`src/tba_pkg.sv`:
```
// Shared types and constants for the time-binned averager.
`timescale 1ns / 1ps

package tba_pkg;

   localparam int MAX_BINS_DEF = 256;

   localparam int OP_W      = 2;
   localparam int SLOT_W    = 9;
   localparam int STAMP_W   = 32;
   localparam int VAL_W     = 32;
   localparam int BINS_W    = 9;
   localparam int BINOUT_W  = 8;
   localparam int MEAN_W    = 32;
   localparam int CNT_W     = 16;
   localparam int SUM_W     = 48;
   localparam int DIV_STEPS = SUM_W;

   localparam int REQ_TDATA_W = 80;
   localparam int RSP_TDATA_W = 56;
   localparam int CSR_ADDR_W  = 3;
   localparam int CSR_DATA_W  = 32;

   localparam logic [CNT_W-1:0] COUNT_MAX = '1;

   // register word index, taken from the word-select bit of the address
   localparam logic CSR_BINS_IDX = 1'b0;

   typedef enum logic [OP_W-1:0] {
      OP_LOAD   = 2'd0,
      OP_SAMPLE = 2'd1,
      OP_END    = 2'd2
   } op_type;

   typedef enum logic [1:0] {
      RD_FIRST = 2'd0,
      RD_LAST  = 2'd1,
      RD_NEXT  = 2'd2
   } rd_sel_type;

   typedef struct packed {
      logic       latch;
      logic       mem_write;
      rd_sel_type rd_sel;
      logic       walk_init;
      logic       walk_step;
      logic       start_bin;
      logic       accumulate;
      logic       close_start;
      logic       clear_run;
      logic       out_load;
   } cmd_type;

   typedef struct packed {
      logic [OP_W-1:0] op;
      logic            stamp_below;
      logic            more;
      logic            active;
      logic            same_bin;
      logic            div_busy;
      logic            out_free;
   } sts_type;

endpackage

```
`src/tba_ctrl.sv`:
```
// Controller: sequences edge checks, the bin walk, accumulation and bin closing.
`timescale 1ns / 1ps

module tba_ctrl
   import tba_pkg::*;
(
   input  logic    clock,
   input  logic    reset,
   input  logic    req_tvalid,
   output logic    req_tready,
   input  sts_type sts,
   output cmd_type cmd
);

   typedef enum logic [8:0] {
      ST_IDLE      = 9'b000000001,
      ST_DISPATCH  = 9'b000000010,
      ST_CHK_FIRST = 9'b000000100,
      ST_CHK_LAST  = 9'b000001000,
      ST_WALK_RD   = 9'b000010000,
      ST_WALK_CMP  = 9'b000100000,
      ST_DECIDE    = 9'b001000000,
      ST_DIV       = 9'b010000000,
      ST_DONE      = 9'b100000000
   } state_type;

   state_type state_ff, state_in;

   always_comb begin
      state_in = state_ff;
      cmd      = '0;
      cmd.rd_sel = RD_FIRST;
      case (state_ff)
         ST_IDLE: begin
            if (req_tvalid) begin
               cmd.latch = 1'b1;
               state_in  = ST_DISPATCH;
            end
         end
         ST_DISPATCH: begin
            case (op_type'(sts.op))
               OP_LOAD: begin
                  cmd.mem_write = 1'b1;
                  state_in      = ST_IDLE;
               end
               OP_SAMPLE: begin
                  cmd.rd_sel = RD_FIRST;
                  state_in   = ST_CHK_FIRST;
               end
               OP_END: begin
                  cmd.clear_run = 1'b1;
                  if (sts.active) begin
                     cmd.close_start = 1'b1;
                     state_in        = ST_DIV;
                  end else begin
                     state_in = ST_IDLE;
                  end
               end
               default: state_in = ST_IDLE;
            endcase
         end
         ST_CHK_FIRST: begin
            if (sts.stamp_below) begin
               state_in = ST_IDLE;
            end else begin
               cmd.rd_sel = RD_LAST;
               state_in   = ST_CHK_LAST;
            end
         end
         ST_CHK_LAST: begin
            if (!sts.stamp_below) begin
               state_in = ST_IDLE;
            end else begin
               cmd.walk_init = 1'b1;
               state_in      = ST_WALK_RD;
            end
         end
         ST_WALK_RD: begin
            if (sts.more) begin
               cmd.rd_sel = RD_NEXT;
               state_in   = ST_WALK_CMP;
            end else begin
               state_in = ST_DECIDE;
            end
         end
         ST_WALK_CMP: begin
            // advance while the next edge is at or before the stamp
            if (!sts.stamp_below) begin
               cmd.walk_step = 1'b1;
               state_in      = ST_WALK_RD;
            end else begin
               state_in = ST_DECIDE;
            end
         end
         ST_DECIDE: begin
            if (!sts.active) begin
               cmd.start_bin = 1'b1;
               state_in      = ST_IDLE;
            end else if (!sts.same_bin) begin
               cmd.close_start = 1'b1;
               cmd.start_bin   = 1'b1;
               state_in        = ST_DIV;
            end else begin
               cmd.accumulate = 1'b1;
               state_in       = ST_IDLE;
            end
         end
         ST_DIV: begin
            if (!sts.div_busy) begin
               state_in = ST_DONE;
            end
         end
         ST_DONE: begin
            if (sts.out_free) begin
               cmd.out_load = 1'b1;
               state_in     = ST_IDLE;
            end
         end
         default: state_in = ST_IDLE;
      endcase
   end

   always_ff @(posedge clock) begin
      if (reset) begin
         state_ff <= ST_IDLE;
      end else begin
         state_ff <= state_in;
      end
   end

   assign req_tready = state_ff == ST_IDLE;

endmodule

```
`config.mk`:
```
export PLATFORM = sky130hd
export DESIGN_NAME = tba_ctrl
export DESIGN_NICKNAME = d
export VERILOG_FILES = /design/src/tba_pkg.sv /design/src/tba_ctrl.sv
export SDC_FILE = /design/constraint.sdc
export NUM_CORES = 1
export LEC_CHECK = 0
export BUFFER_PORTS_ARGS = -buffer_cell sky130_fd_sc_hd__buf_2
export CAP_MARGIN = 20
export CORE_UTILIZATION = 45
export DETAILED_ROUTE_END_ITERATION = 10
export HOLD_SLACK_MARGIN = 0.03
export PLACE_DENSITY = 0.73
export SLEW_MARGIN = 10
export SYNTH_ARGS = -nofsm -noshare
export SYNTH_HDL_FRONTEND = slang
export SYNTH_SLANG_ARGS = --single-unit
```
`constraint.sdc`:
```
create_clock -name clock -period 2.9 [get_ports clock]
set_input_delay 0.29 -clock clock [delete_from_list [all_inputs] [get_ports clock]]
set_output_delay 0.29 -clock clock [all_outputs]
set_load 0.01 [all_outputs]
```
==> flow_metrics.tcl, run 1 <==
set metrics [dict create \
    vdd_drop_max_mv 0.219 \
    cts_tree "built" \
    grt_max_degree 11 \
    ant_nets 0 \
    io_buffers 22 \
    drc 0 \
    powerDensity_mw_per_mm2 355 \
    synthesis.area_sq_um 672 \
    reg2reg_slack_ps 1170 \
    first_global_vias 606 \
    dpl.cell_count 117 \
    ys_seq_area_share_pct 26.8 \
    drv_slew 0 \
    r2r-end "state_ff[5]$_SDFFE_PP0P_" \
    path_class "reg2out" \
    skew_ps 1.01 \
    relSlewSlack_pct 66.9 \
    path_max_fanout 8 \
    die_x_um 40.6 \
    fin_cells 121 \
    whs_path_depth 2 \
    ys_types 39 \
    wl_um 1600 \
    r2r_cells 5 \
    rsz0062_at_grt "false" \
    antenna_found_initial 0 \
    cts.repair.resized 0 \
    hold_class "in2reg" \
    reg_top3 "state_ff (9)" \
    grt_pass1_wl_um 2430 \
    setup_tns_ps 0 \
    drtIter0Drc 14 \
    worstMarginPinSlew_ps 493 \
    start_util_pct 49.8 \
    async_flop_share_pct 0 \
    drive_above_1_share_pct 32.1 \
    vias 707 \
    startpoint "state_ff[6]$_SDFFE_PP0P_" \
    clk_latency_ps 260 \
    outcome "finished clean" \
    postSynthCellCount 81 \
    globalRouteOverflowTotal 0 \
    place_congestion 0.759 \
    timing.hold.ws_ps 244 \
    synth_flop_cell "dfxtp_1" \
    die_area_sq_mm 0.00165 \
    finalCriticalPeriod_ps 2160 \
    fin_crit_sh_pct 74.5 \
    total_power_mw 0.291 \
    p_leak_nw 0.365 \
    setup_viol 0 \
    htreeDepth 1 \
    ys_warn_count 0 \
    io_pins 23 \
    die_y_um 40.6 \
    syn2layout_area_growth_pct 22.0 \
    num_rows 13 \
    fmax_mhz 463 \
    largest_reg_flops 9 \
    cts_root_buffer "clkbuf_4" \
    grt_usage_pct 22.6 \
    wl_per_cell_um 13.2 \
    syn_nets 92 \
    nNetsFinal 118 \
    diodes 0 \
    postCtsSetupRepairBufs 0 \
    hpwl_um 1300 \
    post-route-util_pct 60.7 \
    cts.sink_count 9 \
    numCtsBuffers 3 \
    synth.avg_cell_area_sq_um 8.29 \
    path_clk_slew_ps 60 \
    largest_register "state_ff" \
    finalHoldViolCount 0 \
    hold_buffers 0 \
    rr_startpoint "state_ff[6]$_SDFFE_PP0P_" \
    holdPathEnd "state_ff[7]$_SDFFE_PP0P_" \
    cp.required_ps 2610 \
    arrival_ps 1870 \
    synth-seq-cells 9 \
    startpoint_type "flip-flop" \
    worstHoldStart "reset" \
    cp-end-kind "output port" \
    core-area_sq_mm 0.00135 \
    drt-pass1-iter-count 4 \
    viasPerCell 5.84 \
    cap_violations 0 \
    clockBufferDepth 2 \
    synth_edf_count 0 \
]
## layer usage
layer | global-route usage, % | share of wire [%]
met1 | 28.0 | 51
met2 | 38.5 | 48
met3 | 1.63 | 1.6
met4 | 12.5 | 0
met5 | 0 | 0
## logic make-up after synthesis
family / count (synthesis) / share of synthesized area (%)
simple gates: 47 / 48.8
flops: 9 / 26.8
buf+inv: 7 / 4.47
compound gates: 15 / 16.0
xor+xnor: 3 / 3.91
## cells in the final DEF (no fill, tap or decap), types with 4 or more instances in the layout
cell type   n
a21oi_1     5
buf_2      22
dfxtp_1     9
inv_1       6
nand2_1     4
nor2_1      6
nor3_1      5
nor4_1      4
## per-stage QoR
| stage | cell area (sq um) | setup WS, ps |
|---|---|---|
| after CTS | 820 | 751 |
| after global routing | 820 | 612 |
| after detailed placement | 793 | 1040 |
| final | 820 | 740 |
| after global placement | 793 | 1090 |
| after floorplan | 672 | 1180 |
## cells in the mapped netlist (2+ instances only)
cell	n	area, sq um
a21oi_1	5	25.0
and2_1	2	12.5
dfxtp_1	9	180
inv_1	6	22.5
nand2_1	4	15.0
nand2b_1	2	12.5
nand3_1	3	15.0
nand3_2	2	20.0
nor2_1	6	22.5
nor2b_1	3	18.8
nor3_1	5	25.0
nor4_1	4	25.0
nor4_2	2	25.0
xor2_1	3	26.3
## cell type report
type	count	area, sq um
multi-input cells	65	462
fillers	123	531
inverters	6	22.5
flip-flops and latches	9	180
clock buffers	4	26.3
repair buffers	22	110
well taps	15	18.8
## worst max-delay path, cell delays in order (launching register included)
cell      delay (ps)
dfxtp_1          370
nor4_2           520
nand3b_1         250
nor4b_2          300
buf_2            180
## worst max-delay path by stage
stage,slack (ps),endpoint,cells past startpoint
2_1_floorplan,1180,cmd[2],6
3_3_place_gp,1090,cmd[5],4
3_5_place_dp,1040,cmd[5],4
4_1_cts,750,cmd[5],4
5_1_grt,610,cmd[5],4
6_report,740,cmd[5],4
## power by group
| group | total [mW] | internal (mW) | switching (mW) |
|---|---|---|---|
| Sequential | 0.132 | 0.127 | 0.00500 |
| Clock | 0.0980 | 0.0531 | 0.0449 |
| Combinational | 0.0613 | 0.0236 | 0.0376 |
| Total | 0.291 | 0.203 | 0.0876 |
No activity file was read; power rests on OpenSTA's default activity.
==> inputs of run 2 (changes only) <==
Settings changed: CORE_UTILIZATION 45 to 43.
Clock period 2.9 ns to 1.86 ns, I/O delays scaled along.
==> run 2 against run 1 <==
The flow now finishes with violations (setup timing). First-iteration DRC count rose by 21%. Worst setup slack worse by 750 ps. Combinational power up 100%. Clock skew rose by 2.1 ps. Sequential share of layout area down 2.8 points. Non-clock buffer count up 12. Register-to-register slack lost 1100 ps. Design area grew 19%. Count of clock-buffer cells in the layout stayed put. Final cell count grew 9.9%. Wire length up 24%.
==> flow_metrics.tcl, run 2 (synthesis results as in run 1) <==
set metrics [dict create \
    rr_startpoint "state_ff[3]$_SDFFE_PP0P_" \
    antenna_found_initial 0 \
    nNetsFinal 130 \
    cts.sink_count 9 \
    grt_max_degree 10 \
    grt_usage_pct 23.0 \
    clk_latency_ps 270 \
    cts_root_buffer "clkbuf_4" \
    worstPathCellList "nor3_4, buf_4, buf_6, and4b_2, and2_1, buf_2" \
    setup_tns_ps -5.94 \
    rsz0062_at_grt "true" \
    diodes 0 \
    largest_reg_flops 9 \
    cp-end-kind "output port" \
    hpwl_um 1340 \
    hold_class "in2reg" \
    finalCriticalPeriod_ps 1870 \
    io_buffers 22 \
    drc 0 \
    hold_buffers 0 \
    die_y_um 41.5 \
    vias 775 \
    htreeDepth 1 \
    io_pins 23 \
    num_rows 13 \
    final_cell_mix "buf_2 (22), buf_4 (11), inv_1 (6), nor3_1 (5), dfxtp_2 (5)" \
    r2r-end "state_ff[0]$_SDFFE_PP1P_" \
    wl_um 1990 \
    fillers 111 \
    fmax_mhz 536 \
    cts_tree "built" \
    drive_above_1_share_pct 48.3 \
    path_class "reg2out" \
    mostFrequentLayoutCell "buf_2" \
    ant_nets 0 \
    worstMarginPinSlew_ps 317 \
    reg2reg_slack_ps 80 \
    first_global_vias 689 \
    r2r_cells 6 \
    use_met2_pct 39.1 \
    clockBufferDepth 2 \
    core-area_sq_mm 0.00138 \
    setup_viol 1 \
    vdd_drop_max_mv 0.353 \
    fin_crit_sh_pct 100 \
    met3_usage_pct 6.52 \
    design_area_sq_um 972 \
    drv_slew 0 \
    startpoint_type "flip-flop" \
    largest_register "state_ff" \
    die_x_um 41.5 \
    grt_util_met1_pct 26.6 \
    setup_slack_ps -5.94 \
    multiInputGateArea_sq_um 514 \
    start_util_pct 48.6 \
    outcome "complete, but fails checks" \
    path_clk_slew_ps 60 \
    dpl_worst_slack_ps 127 \
    whs_path_depth 2 \
    top_usage_layer "met2" \
    cp_slowest_cell "dfxtp_2" \
    violations "setup timing" \
    finalHoldViolCount 0 \
    powerDensity_mw_per_mm2 501 \
    reg_top3 "state_ff (9)" \
    path_max_fanout 4 \
    arrival_ps 1680 \
    crit_buf_inv 3 \
    post-route-util_pct 70.3 \
    numCtsBuffers 3 \
    p_leak_nw 0.436 \
    viasPerCell 5.83 \
    place_congestion 0.845 \
    cp.required_ps 1670 \
    die_area_sq_mm 0.00172 \
    crit_family "simple AND/OR/NAND/NOR gates" \
    relSlewSlack_pct 78.9 \
    grt_pass1_wl_um 3010 \
    cap_violations 0 \
    skew_ps 3.06 \
    holdPathEnd "state_ff[7]$_SDFFE_PP0P_" \
    syn2layout_area_growth_pct 44.7 \
    globalRouteOverflowTotal 0 \
    drt-pass1-iter-count 4 \
    drtIter0Drc 17 \
    regArea_sq_um 186 \
    wl_per_cell_um 15.0 \
    worstHoldStart "reset" \
    max_stage_delay_ps 350 \
    total_power_mw 0.487 \
    placed_cell_area_sq_um 816 \
]
run 2: cell count changes in the layout (fill, tap and decap cells not counted), moves of 2 or more:
cell and change:
buf_4 +11, dfxtp_1 -5, dfxtp_2 +5, nor2_1 -2, nor4_4 +2
run 2: timing repair:
item,4_1_cts,5_1_grt
resized for setup,5,11
setup buffers,5,4
pin swaps,3,2
endpoints found under the setup margin,7,8
run 2: routing by layer:
layer / up-vias / part of all wire [%]
met5: - / 0
met4: 0 / 1.3
met1: 368 / 44
li1: 384 / -
met2: 19 / 51
met3: 4 / 3.1
run 2: worst max-delay path by stage:
stage                                  start                        to  slack (ps)  depth (start not counted)
floorplan           state_ff[5]$_SDFFE_PP0P_                    cmd[2]         240                          6
global placement    state_ff[4]$_SDFFE_PP0P_                    cmd[2]         170                          6
detailed placement  state_ff[4]$_SDFFE_PP0P_  state_ff[0]$_SDFFE_PP1P_         130                          5
CTS                 state_ff[3]$_SDFFE_PP0P_                    cmd[4]          -2                          5
global route        state_ff[3]$_SDFFE_PP0P_                    cmd[9]         -80                          6
finish              state_ff[3]$_SDFFE_PP0P_                   cmd[10]          -6                          6
run 2: worst reg2reg max path, cell delays in order (launching register included):
cell,delay [ps]
dfxtp_2,350
nor3_4,270
nand3_2,130
or3b_4,410
buf_4,150
o21a_1,180
o2111ai_2,220
run 2: final cells by class:
class	count	area share [%]
tap	15	1.93
clock buffer	4	2.70
inverter	6	2.32
multi-input combinational	65	52.9
sequential	9	19.2
timing repair buffer	34	21.0
run 2: where the power goes:
group	internal (mW)	total [mW]	switching, mW
Sequential	0.198	0.205	0.00762
Clock	0.0830	0.158	0.0749
Combinational	0.0523	0.124	0.0712
run 2: stage by stage:
stage	instances	hold WS [ps]
floorplan	81	255
global placement	120	423
detailed placement	120	428
CTS	129	143
global route	133	130
finish	133	140
==> inputs of run 3 (changes only) <==
Settings changed: ABC_AREA from default to 1, CORE_UTILIZATION 43 to 45.
==> run 3 against run 2 <==
The run now ends clean. Fmax increased by 9.2%. Synthesized cell count increased by 79%. Count of clock-buffer cells in the layout unchanged. Power increased by 130%. First-iteration DRC count increased by 24%. Register-to-register slack improved by 470 ps. Flip-flop and latch count unchanged. Sequential share of layout area decreased by 1.7 points. Critical path type unchanged. Largest cell class unchanged. Highest routed layer unchanged.
==> flow_metrics.tcl, run 3 <==
set metrics [dict create \
    outcome "finished clean" \
    vias 922 \
    postCtsSetupRepairBufs 0 \
    relSlewSlack_pct 83.6 \
    grt_pass1_wl_um 2970 \
    ys_warn_count 0 \
    numCtsBuffers 3 \
    largest_register "state_ff" \
    core-area_sq_mm 0.00176 \
    place_congestion 0.790 \
    clockBufferDepth 2 \
    synth_area_leader_cell "dfxtp_1" \
    die_area_sq_mm 0.00212 \
    clk_latency_ps 260 \
    startpoint "state_ff[8]$_SDFFE_PP0P_" \
    hold_class "in2reg" \
    cp-end-kind "output port" \
    power_frac_clock_pct 12.9 \
    p_seq_share_pct 24.2 \
    globalRouteOverflowTotal 0 \
    worstMarginPinSlew_ps 244 \
    yosysMostFrequentCell "nand2_1" \
    drive_above_1_share_pct 31.2 \
    mostFrequentLayoutCell "nand2_1" \
    p_comb_share_pct 62.9 \
    wl_met2_um 838 \
    ant_nets 0 \
    arrival_ps 1520 \
    rsz0062_at_grt "false" \
    yosys-top-cells-count "nand2_1 (31), inv_1 (24), nor2_1 (24), nand3_1 (15), dfxtp_1 (9)" \
    vdd_drop_max_mv 0.560 \
    fmax_mhz 585 \
    syn_nets 156 \
    placed_cell_area_sq_mm 0.00100 \
    num_rows 15 \
    io_buffers 22 \
    largest_reg_flops 9 \
    hold_buffers 0 \
    wl_per_cell_um 9.36 \
    wl_met1_um 885 \
    grt_max_degree 12 \
    cap_violations 0 \
    die_x_um 46.1 \
    async_flop_share_pct 0 \
    powerDensity_mw_per_mm2 1100 \
    cts_root_buffer "clkbuf_4" \
    drtIter0Drc 21 \
    first_global_vias 770 \
    htreeDepth 1 \
    cts.repair.resized 0 \
    reg_top3 "state_ff (9)" \
    dr_wl_met3_um 82 \
    viasPerCell 4.73 \
    design_area_sq_mm 0.00103 \
    skew_ps 4.78 \
    synth_area_leaders "dfxtp_1 (21%), nand2_1 (13%), inv_1 (10%), nor2_1 (10%), nand3_1 (8.6%)" \
    drc 0 \
    cp.required_ps 1670 \
    fin_crit_sh_pct 91.9 \
    diodes 0 \
    postSynthCellCount 145 \
    path_class "reg2out" \
    timing.hold.ws_ps 143 \
    synth_edf_count 0 \
    nNetsFinal 182 \
    switching_power_mw 0.584 \
    wl_um 1830 \
    worstHoldStart "reset" \
    hpwl_um 1550 \
    swShare_pct 51.3 \
    path_clk_slew_ps 60 \
    synth_flop_cell "dfxtp_1" \
    finalCriticalPeriod_ps 1710 \
    cts.sink_count 9 \
    synth-seq-cells 9 \
    finalHoldViolCount 0 \
    path_max_fanout 11 \
    ys_types 22 \
    post-route-util_pct 58.4 \
    fin_cells 195 \
    rr_startpoint "state_ff[8]$_SDFFE_PP0P_" \
    synthesis.area_sq_um 873 \
    drv_slew 0 \
    synth_top_area_share_pct 20.6 \
    die_y_um 46.1 \
    setup_tns_ps 0 \
    antenna_found_initial 0 \
    top_layer "met4" \
    grt_usage_pct 20.0 \
    p_leak_nw 0.599 \
    startpoint_type "flip-flop" \
    syn2layout_area_growth_pct 17.9 \
    p_int_mw 0.553 \
    io_pins 23 \
    ys_seq_area_share_pct 20.6 \
    drt-pass1-iter-count 4 \
    cts_tree "built" \
    synth.avg_cell_area_sq_um 6.02 \
    final_cell_mix "nand2_1 (31), inv_1 (24), nor2_1 (24), buf_2 (22), nand3_1 (15)" \
    dpl.cell_count 191 \
    setup_viol 0 \
    start_util_pct 49.5 \
]
==> run 3: cell type report <==
cell class,count,area (sq um)
multi-input combinational,104,566
inverter,31,116
fill,189,734
tap,25,31.3
clock buffer,4,26.3
sequential,9,180
timing repair buffer,22,110
==> run 3: cell families after synthesis <==
| family | after synthesis | share of synthesized area, % |
|---|---|---|
| flip-flops | 9 | 20.6 |
| buffers and inverters | 32 | 14.6 |
| AND/OR/NAND/NOR | 102 | 63.2 |
| AO/OA/AOI/OAI | 2 | 1.58 |
==> run 3: power by group through the flow <==
stage	Combinational [mW]	Clock (mW)	Sequential, mW
finish	0.715	0.147	0.275
CTS	0.715	0.151	0.276
global placement	0.697	0	0.276
global route	0.791	0.162	0.280
detailed placement	0.711	0	0.280
floorplan	0.584	0	0.273
==> run 3: worst paths after layout <==
check / to / slack (ps) / depth (start not counted)
worst max register to register: state_ff[7]$_SDFFE_PP0P_ / 550 / 8
worst max-delay path: cmd[2] / 150 / 7
worst min-delay path: state_ff[1]$_SDFFE_PP0P_ / 140 / 2
worst min register to register: state_ff[8]$_SDFFE_PP0P_ / 640 / 4
==> run 3: metrics by stage <==
stage	power (mW)	setup slack, ps
2_1_floorplan	0.857	616
3_3_place_gp	0.974	472
3_5_place_dp	0.991	445
4_1_cts	1.14	150
5_1_grt	1.23	60.0
6_report	1.14	151
==> run 3: layer usage <==
metal  track usage (%)  vias up
li1                  -      498
met1              25.8      396
met2              32.4       26
met3              2.35        2
met4              10.6        0
met5                 0        -
==> run 3: critical path, cell delays in order, from the launching register on <==
cell	delay [ps]
dfxtp_1	370
inv_2	180
nand2_2	80
nor2_2	140
nand2_2	80
or2_1	230
nand2_1	70
buf_2	120
